File: src/rtl/core/kpec_pkg.sv
// Package for the key press event classifier.
// Holds the phase and event codes, the register map, shared structs and the key encoder.
// No dependencies.
`timescale 1ns / 1ps

package kpec_pkg;

  localparam int KeyCount = 6;
  localparam int CodeW    = 3;
  localparam int CntW     = 8;
  localparam int AddrW    = 4;
  localparam int DataW    = 32;

  typedef enum logic [1:0] {
    RegHoldLimit    = 2'd0,
    RegRepeatPeriod = 2'd1,
    RegLongLimit    = 2'd2
  } reg_idx_e;

  localparam logic [CntW-1:0] HoldLimitRst    = 8'd200;
  localparam logic [CntW-1:0] RepeatPeriodRst = 8'd8;
  localparam logic [CntW-1:0] LongLimitRst    = 8'd100;

  typedef enum logic [2:0] {
    PhIdle     = 3'd0,
    PhDebounce = 3'd1,
    PhShort    = 3'd2,
    PhHold     = 3'd3,
    PhLong     = 3'd4,
    PhWaitUp   = 3'd5
  } phase_e;

  typedef enum logic [2:0] {
    EvNone    = 3'd0,
    EvShort   = 3'd1,
    EvRepeat  = 3'd2,
    EvShortUp = 3'd3,
    EvLong    = 3'd4,
    EvLongUp  = 3'd5
  } event_e;

  typedef struct packed {
    logic [CntW-1:0] hold_limit;
    logic [CntW-1:0] repeat_period;
    logic [CntW-1:0] long_limit;
  } cfg_t;

  typedef struct packed {
    event_e           event_res;
    logic [CodeW-1:0] key_code;
  } res_t;

  // lowest-numbered pressed key, active low lines, zero when none
  function automatic logic [CodeW-1:0] encode_keys(input logic [KeyCount-1:0] lines);
    logic [CodeW-1:0] code;
    code = '0;
    for (int i = KeyCount - 1; i >= 0; i--) begin
      if (!lines[i]) begin
        code = CodeW'(i + 1);
      end
    end
    return code;
  endfunction

endpackage

File: src/rtl/core/kpec_regs.sv
// APB-style configuration registers of the key press event classifier.
// Depends on kpec_pkg.
`timescale 1ns / 1ps

module kpec_regs (
  input  logic                       clk_i,
  input  logic                       rst_ni,
  input  logic                       psel,
  input  logic                       penable,
  input  logic                       pwrite,
  input  logic [kpec_pkg::AddrW-1:0] paddr,
  input  logic [kpec_pkg::DataW-1:0] pwdata,
  output logic [kpec_pkg::DataW-1:0] prdata,
  output logic                       pready,
  output kpec_pkg::cfg_t             cfg_o
);
  import kpec_pkg::*;

  cfg_t cfg_q, cfg_d;
  logic wr_en;

  assign pready = 1'b1;
  assign wr_en  = psel && penable && pwrite;

  always_comb begin
    cfg_d = cfg_q;
    if (wr_en) begin
      case (reg_idx_e'(paddr[AddrW-1:2]))
        RegHoldLimit:    cfg_d.hold_limit    = pwdata[CntW-1:0];
        RegRepeatPeriod: cfg_d.repeat_period = pwdata[CntW-1:0];
        RegLongLimit:    cfg_d.long_limit    = pwdata[CntW-1:0];
        default: ;
      endcase
    end
  end

  always_comb begin
    case (reg_idx_e'(paddr[AddrW-1:2]))
      RegHoldLimit:    prdata = DataW'(cfg_q.hold_limit);
      RegRepeatPeriod: prdata = DataW'(cfg_q.repeat_period);
      RegLongLimit:    prdata = DataW'(cfg_q.long_limit);
      default:         prdata = '0;
    endcase
  end

  always_ff @(posedge clk_i or negedge rst_ni) begin
    if (!rst_ni) begin
      cfg_q.hold_limit    <= HoldLimitRst;
      cfg_q.repeat_period <= RepeatPeriodRst;
      cfg_q.long_limit    <= LongLimitRst;
    end else begin
      cfg_q <= cfg_d;
    end
  end

  assign cfg_o = cfg_q;

endmodule

File: src/rtl/core/kpec_fsm.sv
// Debounce and press classification state machine with its hold, repeat and long counters.
// Depends on kpec_pkg; steps once per enabled scan tick.
`timescale 1ns / 1ps

module kpec_fsm (
  input  logic                          clk_i,
  input  logic                          rst_ni,
  input  logic                          step_i,
  input  logic [kpec_pkg::KeyCount-1:0] key_lines_i,
  input  kpec_pkg::cfg_t                cfg_i,
  output kpec_pkg::res_t                res_o
);
  import kpec_pkg::*;

  phase_e           phase_q, phase_d;
  logic [CodeW-1:0] last_key_q, last_key_d;
  logic [CntW-1:0]  hold_q, hold_d;
  logic [CntW-1:0]  rep_q, rep_d;
  logic [CntW-1:0]  long_q, long_d;
  logic [CodeW-1:0] now;
  logic             same;
  logic [CntW-1:0]  rep_inc;
  event_e           ev;

  assign now     = encode_keys(key_lines_i);
  assign same    = (now == last_key_q);
  assign rep_inc = rep_q + 1'b1;

  // next phase
  always_comb begin
    phase_d = phase_q;
    case (phase_q)
      PhIdle:     if (!same) phase_d = PhDebounce;
      PhDebounce: phase_d = same ? PhShort : PhIdle;
      PhShort:    phase_d = same ? PhHold : PhIdle;
      PhHold: begin
        if (same) begin
          if (hold_q > cfg_i.hold_limit) phase_d = PhLong;
        end else begin
          phase_d = (now == '0) ? PhIdle : PhDebounce;
        end
      end
      PhLong: begin
        if (same) begin
          if (long_q > cfg_i.long_limit) phase_d = PhWaitUp;
        end else begin
          phase_d = (now == '0) ? PhIdle : PhDebounce;
        end
      end
      PhWaitUp: if (!same) phase_d = (now == '0) ? PhIdle : PhDebounce;
      default:  phase_d = PhIdle;
    endcase
  end

  // events and counters
  always_comb begin
    ev         = EvNone;
    hold_d     = hold_q;
    rep_d      = rep_q;
    long_d     = long_q;
    last_key_d = now;
    case (phase_q)
      PhIdle, PhDebounce: ;
      PhShort: if (same) ev = EvShort;
      PhHold: begin
        if (same) begin
          if (hold_q <= cfg_i.hold_limit) begin
            hold_d = hold_q + 1'b1;
            if (rep_inc >= cfg_i.repeat_period) begin
              rep_d = '0;
              ev    = EvRepeat;
            end else begin
              rep_d = rep_inc;
            end
          end else begin
            hold_d = '0;
            rep_d  = '0;
          end
        end else begin
          hold_d = '0;
          rep_d  = '0;
          ev     = EvShortUp;
        end
      end
      PhLong: begin
        if (same) begin
          if (long_q > cfg_i.long_limit) begin
            long_d = '0;
            ev     = EvLong;
          end else begin
            long_d = long_q + 1'b1;
          end
        end else begin
          long_d = '0;
          ev     = EvShortUp;
        end
      end
      PhWaitUp: if (!same) ev = EvLongUp;
      default:  last_key_d = '0;
    endcase
  end

  assign res_o.event_res = ev;
  assign res_o.key_code  = (ev == EvNone) ? '0 : last_key_q;

  always_ff @(posedge clk_i or negedge rst_ni) begin
    if (!rst_ni) begin
      phase_q    <= PhIdle;
      last_key_q <= '0;
      hold_q     <= '0;
      rep_q      <= '0;
      long_q     <= '0;
    end else if (step_i) begin
      phase_q    <= phase_d;
      last_key_q <= last_key_d;
      hold_q     <= hold_d;
      rep_q      <= rep_d;
      long_q     <= long_d;
    end
  end

endmodule

File: src/rtl/core/key_press_event_classifier_unit.sv
// Top level of the key press event classifier: input beat register, state machine,
// result register and configuration port. Depends on kpec_pkg, kpec_regs and kpec_fsm.
//
//   channel  dir  handshake                 payload
//   s_axis   in   s_axis_tvalid/tready      tdata[5:0] key_lines
//   m_axis   out  m_axis_tvalid/tready      tdata[2:0] key_code, tuser[2:0] event_res
//   apb      in   psel/penable/pwrite       paddr[3:2] register, pwdata[7:0] value
//
// One beat per cycle while m_axis_tready is high; an input beat passes the input
// register, then goes through the state machine into the result register.
// Reset clears the pipeline valids and the state machine and loads register defaults.
// A stalled result holds the result register; the input register still takes a
// beat while empty, then back-pressure reaches s_axis_tready.
`timescale 1ns / 1ps

module key_press_event_classifier_unit (
  input  logic                       clk_i,
  input  logic                       rst_ni,
  input  logic                       s_axis_tvalid,
  output logic                       s_axis_tready,
  input  logic [7:0]                 s_axis_tdata,  // [5:0] key_lines
  output logic                       m_axis_tvalid,
  input  logic                       m_axis_tready,
  output logic [7:0]                 m_axis_tdata,  // [2:0] key_code
  output logic [2:0]                 m_axis_tuser,  // [2:0] event_res
  input  logic                       psel,
  input  logic                       penable,
  input  logic                       pwrite,
  input  logic [kpec_pkg::AddrW-1:0] paddr,
  input  logic [kpec_pkg::DataW-1:0] pwdata,
  output logic [kpec_pkg::DataW-1:0] prdata,
  output logic                       pready
);
  import kpec_pkg::*;

  cfg_t                cfg;
  res_t                res;
  logic                in_vld_q, in_vld_d;
  logic [KeyCount-1:0] in_keys_q;
  logic                out_vld_q, out_vld_d;
  res_t                out_q;
  logic                advance;
  logic                in_take;

  assign advance       = in_vld_q && (!out_vld_q || m_axis_tready);
  assign s_axis_tready = !in_vld_q || advance;
  assign in_take       = s_axis_tvalid && s_axis_tready;

  assign in_vld_d  = in_take || (in_vld_q && !advance);
  assign out_vld_d = advance || (out_vld_q && !m_axis_tready);

  kpec_regs u_regs (
    .clk_i   (clk_i),
    .rst_ni  (rst_ni),
    .psel    (psel),
    .penable (penable),
    .pwrite  (pwrite),
    .paddr   (paddr),
    .pwdata  (pwdata),
    .prdata  (prdata),
    .pready  (pready),
    .cfg_o   (cfg)
  );

  kpec_fsm u_fsm (
    .clk_i       (clk_i),
    .rst_ni      (rst_ni),
    .step_i      (advance),
    .key_lines_i (in_keys_q),
    .cfg_i       (cfg),
    .res_o       (res)
  );

  always_ff @(posedge clk_i or negedge rst_ni) begin
    if (!rst_ni) begin
      in_vld_q  <= 1'b0;
      out_vld_q <= 1'b0;
    end else begin
      in_vld_q  <= in_vld_d;
      out_vld_q <= out_vld_d;
    end
  end

  always_ff @(posedge clk_i) begin
    if (in_take) begin
      in_keys_q <= s_axis_tdata[KeyCount-1:0];
    end
    if (advance) begin
      out_q <= res;
    end
  end

  assign m_axis_tvalid = out_vld_q;
  assign m_axis_tdata  = {{(8 - CodeW){1'b0}}, out_q.key_code};
  assign m_axis_tuser  = out_q.event_res;

`ifndef SYNTH
  a_no_key_without_event: assert property (@(posedge clk_i) disable iff (!rst_ni)
    (m_axis_tvalid && (m_axis_tuser == EvNone)) |-> (m_axis_tdata == '0))
    else $error("key code reported without an event");

  a_event_code_range: assert property (@(posedge clk_i) disable iff (!rst_ni)
    m_axis_tvalid |-> (m_axis_tuser <= EvLongUp))
    else $error("event code out of range");

  a_backpressure: assert property (@(posedge clk_i) disable iff (!rst_ni)
    (in_vld_q && out_vld_q && !m_axis_tready) |-> !s_axis_tready)
    else $error("input accepted while both stages are full");

  a_advance_fills_out: assert property (@(posedge clk_i) disable iff (!rst_ni)
    advance |=> m_axis_tvalid)
    else $error("result register not filled after advance");
`endif

endmodule
File: config.mk
export PLATFORM = sky130hd
export DESIGN_NAME = key_press_event_classifier_unit
export DESIGN_NICKNAME = d
export VERILOG_FILES = /design/src/rtl/core/kpec_pkg.sv /design/src/rtl/core/kpec_regs.sv /design/src/rtl/core/kpec_fsm.sv /design/src/rtl/core/key_press_event_classifier_unit.sv
export SDC_FILE = /design/constraint.sdc
export NUM_CORES = 1
export LEC_CHECK = 0
export BUFFER_PORTS_ARGS = -buffer_cell sky130_fd_sc_hd__buf_4
export CAP_MARGIN = 20
export CORE_UTILIZATION = 49
export DETAILED_ROUTE_END_ITERATION = 12
export PLACE_DENSITY = 0.86
export SLEW_MARGIN = 30
export SYNTH_ARGS = -nofsm -noshare
export SYNTH_HDL_FRONTEND = slang
export SYNTH_SLANG_ARGS = --single-unit
File: constraint.sdc
create_clock -name clk_i -period 2.25 [get_ports clk_i]
set_input_delay 0.1125 -clock clk_i [delete_from_list [all_inputs] [get_ports clk_i]]
set_output_delay 0.1125 -clock clk_i [all_outputs]
set_load 0.02 [all_outputs]
==> results.py <==
metrics = {
    "pwr": {
        "vdd_drop_max_mv": 0.395,
        "leakagePower_nw": 2.36,
        "power_w": 0.00400,
        "p_per_area_mw_per_mm2": 789,
    },
    "setup_path": {
        "critPathCaptureType": "flip-flop",
        "worstPathBufferInverterCount": 0,
        "regToRegStartpoint": "u_fsm.rep_q[1]$_DFFE_PN0P_",
        "cp.required_ps": 2340,
        "worstRegToRegCells": 10,
        "crit_arrival_ps": 2730,
        "crit_chain": "and3_4, nand3_4, xnor2_1, ha_1, a41o_1, a21oi_1, o31a_2, nor3_2, o211ai_1, a21boi_1",
        "cpPeakStageDelay_ps": 430,
        "cp_top_family": "compound AO/OA/AOI/OAI gates",
        "reg2reg_to": "m_axis_tdata[1]$_SDFFCE_PN0P_",
        "slowest_stage": "dfrtp_1",
        "criticalPathCategory": "flip-flop to flip-flop",
        "crit_cells": 10,
        "reg2reg_slack_ps": -390,
        "worstPathMaxFanout": 3,
        "crit_path_start_kind": "flip-flop",
    },
    "timing": {
        "drv_slew": 0,
        "period_needed_ps": 2640,
        "finClkSkew_ps": 12.5,
        "setup_ws_ps": -393,
        "setup_viol": 12,
        "rsz0062_at_grt": "true",
        "fmax_mhz": 378,
        "fin_crit_sh": 1.17,
        "max_slew.worst_pin.slew_ps": 710,
        "hold_viol": 0,
        "slew_headroom": 0.527,
        "tns_ps": -2330,
    },
    "routing": {
        "drcViolationCount": 0,
        "ant_nets": 0,
        "vias": 3321,
        "dr.pass1.iters": 5,
        "wl_per_cell_um": 15.7,
        "vias_per_cell": 5.52,
        "wl_um": 9470,
        "drtIter0Drc": 173,
    },
    "outcome": {
        "outcome": "finished with violations",
        "violations": "negative setup slack",
    },
    "cts": {
        "cts.sink_count": 68,
        "clkSlewWorstSetupHoldPaths_ps": 80,
        "clock_path_buffers": 2,
        "clock_latency_ps": 350,
        "cts_buffers": 9,
        "cts_tree": "done",
        "cts_root_buffer": "clkbuf_8",
        "htreeDepth": 3,
    },
    "logic_synthesis": {
        "synth_warnings": 0,
        "synth_area_per_cell_um2": 10.1,
        "yosysSeqAreaShare": 0.430,
        "yosysTopAreaCell": "dfrtp_1",
        "synthTopCellsByCount": "dfrtp_1 (49), nand2_1 (39), buf_4 (31)",
        "synth_ff_type": "dfrtp_1",
        "syn-instance-count": 409,
        "synthArstFlopShare": 0.824,
        "synth-edff-count": 12,
        "ys_ff_latch": 68,
        "yosysTopAreaCellShare": 0.298,
        "yosysMostFrequentCell": "dfrtp_1",
        "netlist_area_mm2": 0.00412,
        "synthTopCellsByArea": "dfrtp_1 (30%), edfxtp_1 (8.7%), ha_1 (8.2%)",
        "synth_cell_types": 63,
    },
    "worst_hold_path": {
        "hold_start": "pwdata[0]",
        "hold_path_end": "u_regs.cfg_o[8]$_DFFE_PN0P_",
        "min-delay-path-class": "primary input to flip-flop",
        "hold_depth": 2,
    },
    "grt": {
        "grt_overflow": 0,
        "grt_start_max_net_pins": 57,
        "antenna_found_initial": 0,
        "grt_pass1_vias": 3335,
        "grtUsageTotal": 0.221,
        "grt_pass1_wl_um": 15000,
    },
    "finish": {
        "syn2layout_area_growth_pct": 23.0,
        "layout-drive-gt1-share": 0.264,
        "fillerInstances": 635,
        "final_cells": 602,
        "final_cell_area_mm2": 0.00507,
        "nets": 570,
        "n_antenna_cell": 0,
    },
    "place": {
        "dp_worst_setup_slack_ps": -239,
        "gp_congestion": 0.868,
        "dp.final_hpwl_um": 6620,
        "post_dp_cell_area_mm2": 0.00457,
        "dp.cells": 565,
        "io_buffers": 38,
    },
    "floorplan": {
        "die_area_mm2": 0.00878,
        "core_region_area_mm2": 0.00818,
        "row_count": 33,
        "die_h_um": 93.7,
        "die_w_um": 93.7,
        "ioPinCount": 97,
        "start_util": 0.504,
    },
    "run": {
        "maxCapViolations": 0,
    },
}
-- worst reg2reg max path, delay by kind of cell (launching register included) --
| kind | cells | cell delay (ps) |
|---|---|---|
| and+or+nand+nor | 3 | 370 |
| adders and majority gates | 1 | 320 |
| AOI/OAI and AO/OA | 5 | 980 |
| xor gates and xnor gates | 1 | 280 |
| DFF | 1 | 430 |
-- final cells by class --
cell class              count  area [µm²]  share of cell area
repair buffers             84         668               0.132
inverters                  28         105              0.0207
well taps                 105         131              0.0259
clock inverters             4        48.8             0.00963
multi-input cells         301        2200               0.433
clock buffers              12         145              0.0286
flip-flops and latches     68        1770               0.350
-- cells in the final DEF (no fill, tap or decap), types with 10 or more instances in the layout --
master,count
nor2_1,20
dlygate4sd3_1,15
clkbuf_8,10
nand3_1,14
xor2_1,12
buf_4,69
dfrtp_1,47
ha_1,26
conb_1,30
inv_1,28
mux2_2,10
nand4_1,15
o21ai_0,28
nand2_1,39
a21oi_1,11
edfxtp_1,12
-- where the power goes --
part	switching [W]	internal, W	total (W)	leakage, nW
Clock	0.000466	0.000541	0.00101	0.100
Combinational	0.000735	0.000563	0.00130	1.44
Sequential	0.000205	0.00149	0.00169	0.819
-- flip-flops by register name, indices dropped and copies added (netlist names), 6 cells and up --
signal        cells
in_keys_q         6
u_fsm.hold_q      8
u_fsm.long_q      8
u_fsm.rep_q       8
u_regs.cfg_o     24
-- stage by stage --
stage                util  hold slack (ps)
finish              0.620             19.4
global route        0.620             16.7
CTS                 0.602             8.30
detailed placement  0.559              212
global placement    0.559              204
floorplan               -             -183
-- kinds of logic (layout without fill, tap and decap cells) --
kind of cell / count (synthesis) / after routing / share of synthesized area
buffers and inverters: 68 / 128 / 0.0926
muxes: 18 / 18 / 0.0468
other: 2 / 30 / 0.00182
and+or+nand+nor: 125 / 125 / 0.161
DFF: 68 / 68 / 0.430
xor gates and xnor gates: 22 / 22 / 0.0550
AOI/OAI and AO/OA: 79 / 79 / 0.131
adders and majority gates: 27 / 27 / 0.0820
-- per-layer routing --
metal,up-vias,global-route usage,wire length [µm]
met5,-,0,0
met4,0,0.0859,201
met3,26,0.0453,457
met2,131,0.402,5020
met1,1606,0.253,3790
li1,1558,-,-
-- timing repair --
item,CTS,global route
setup endpoints to repair,8,28
hold endpoints to repair,67,0
pin swaps,7,17
resized for setup,2,20
buffers inserted,1,5
hold buffers,15,0
-- how the worst max path moves through the flow --
stage / startpoint / to / slack [ps]
3_3_place_gp: u_fsm.rep_q[0]$_DFFE_PN0P_ / m_axis_tdata[0]$_SDFFCE_PN0P_ / -130
4_1_cts: u_fsm.rep_q[0]$_DFFE_PN0P_ / m_axis_tdata[0]$_SDFFCE_PN0P_ / -230
5_1_grt: u_fsm.rep_q[1]$_DFFE_PN0P_ / m_axis_tdata[1]$_SDFFCE_PN0P_ / -440
6_report: u_fsm.rep_q[1]$_DFFE_PN0P_ / m_axis_tdata[1]$_SDFFCE_PN0P_ / -390
3_5_place_dp: u_fsm.rep_q[0]$_DFFE_PN0P_ / m_axis_tdata[0]$_SDFFCE_PN0P_ / -240
2_1_floorplan: u_fsm.rep_q[0]$_DFFE_PN0P_ / m_axis_tdata[0]$_SDFFCE_PN0P_ / -150
Note: power is estimated with default switching activity, not from simulation.
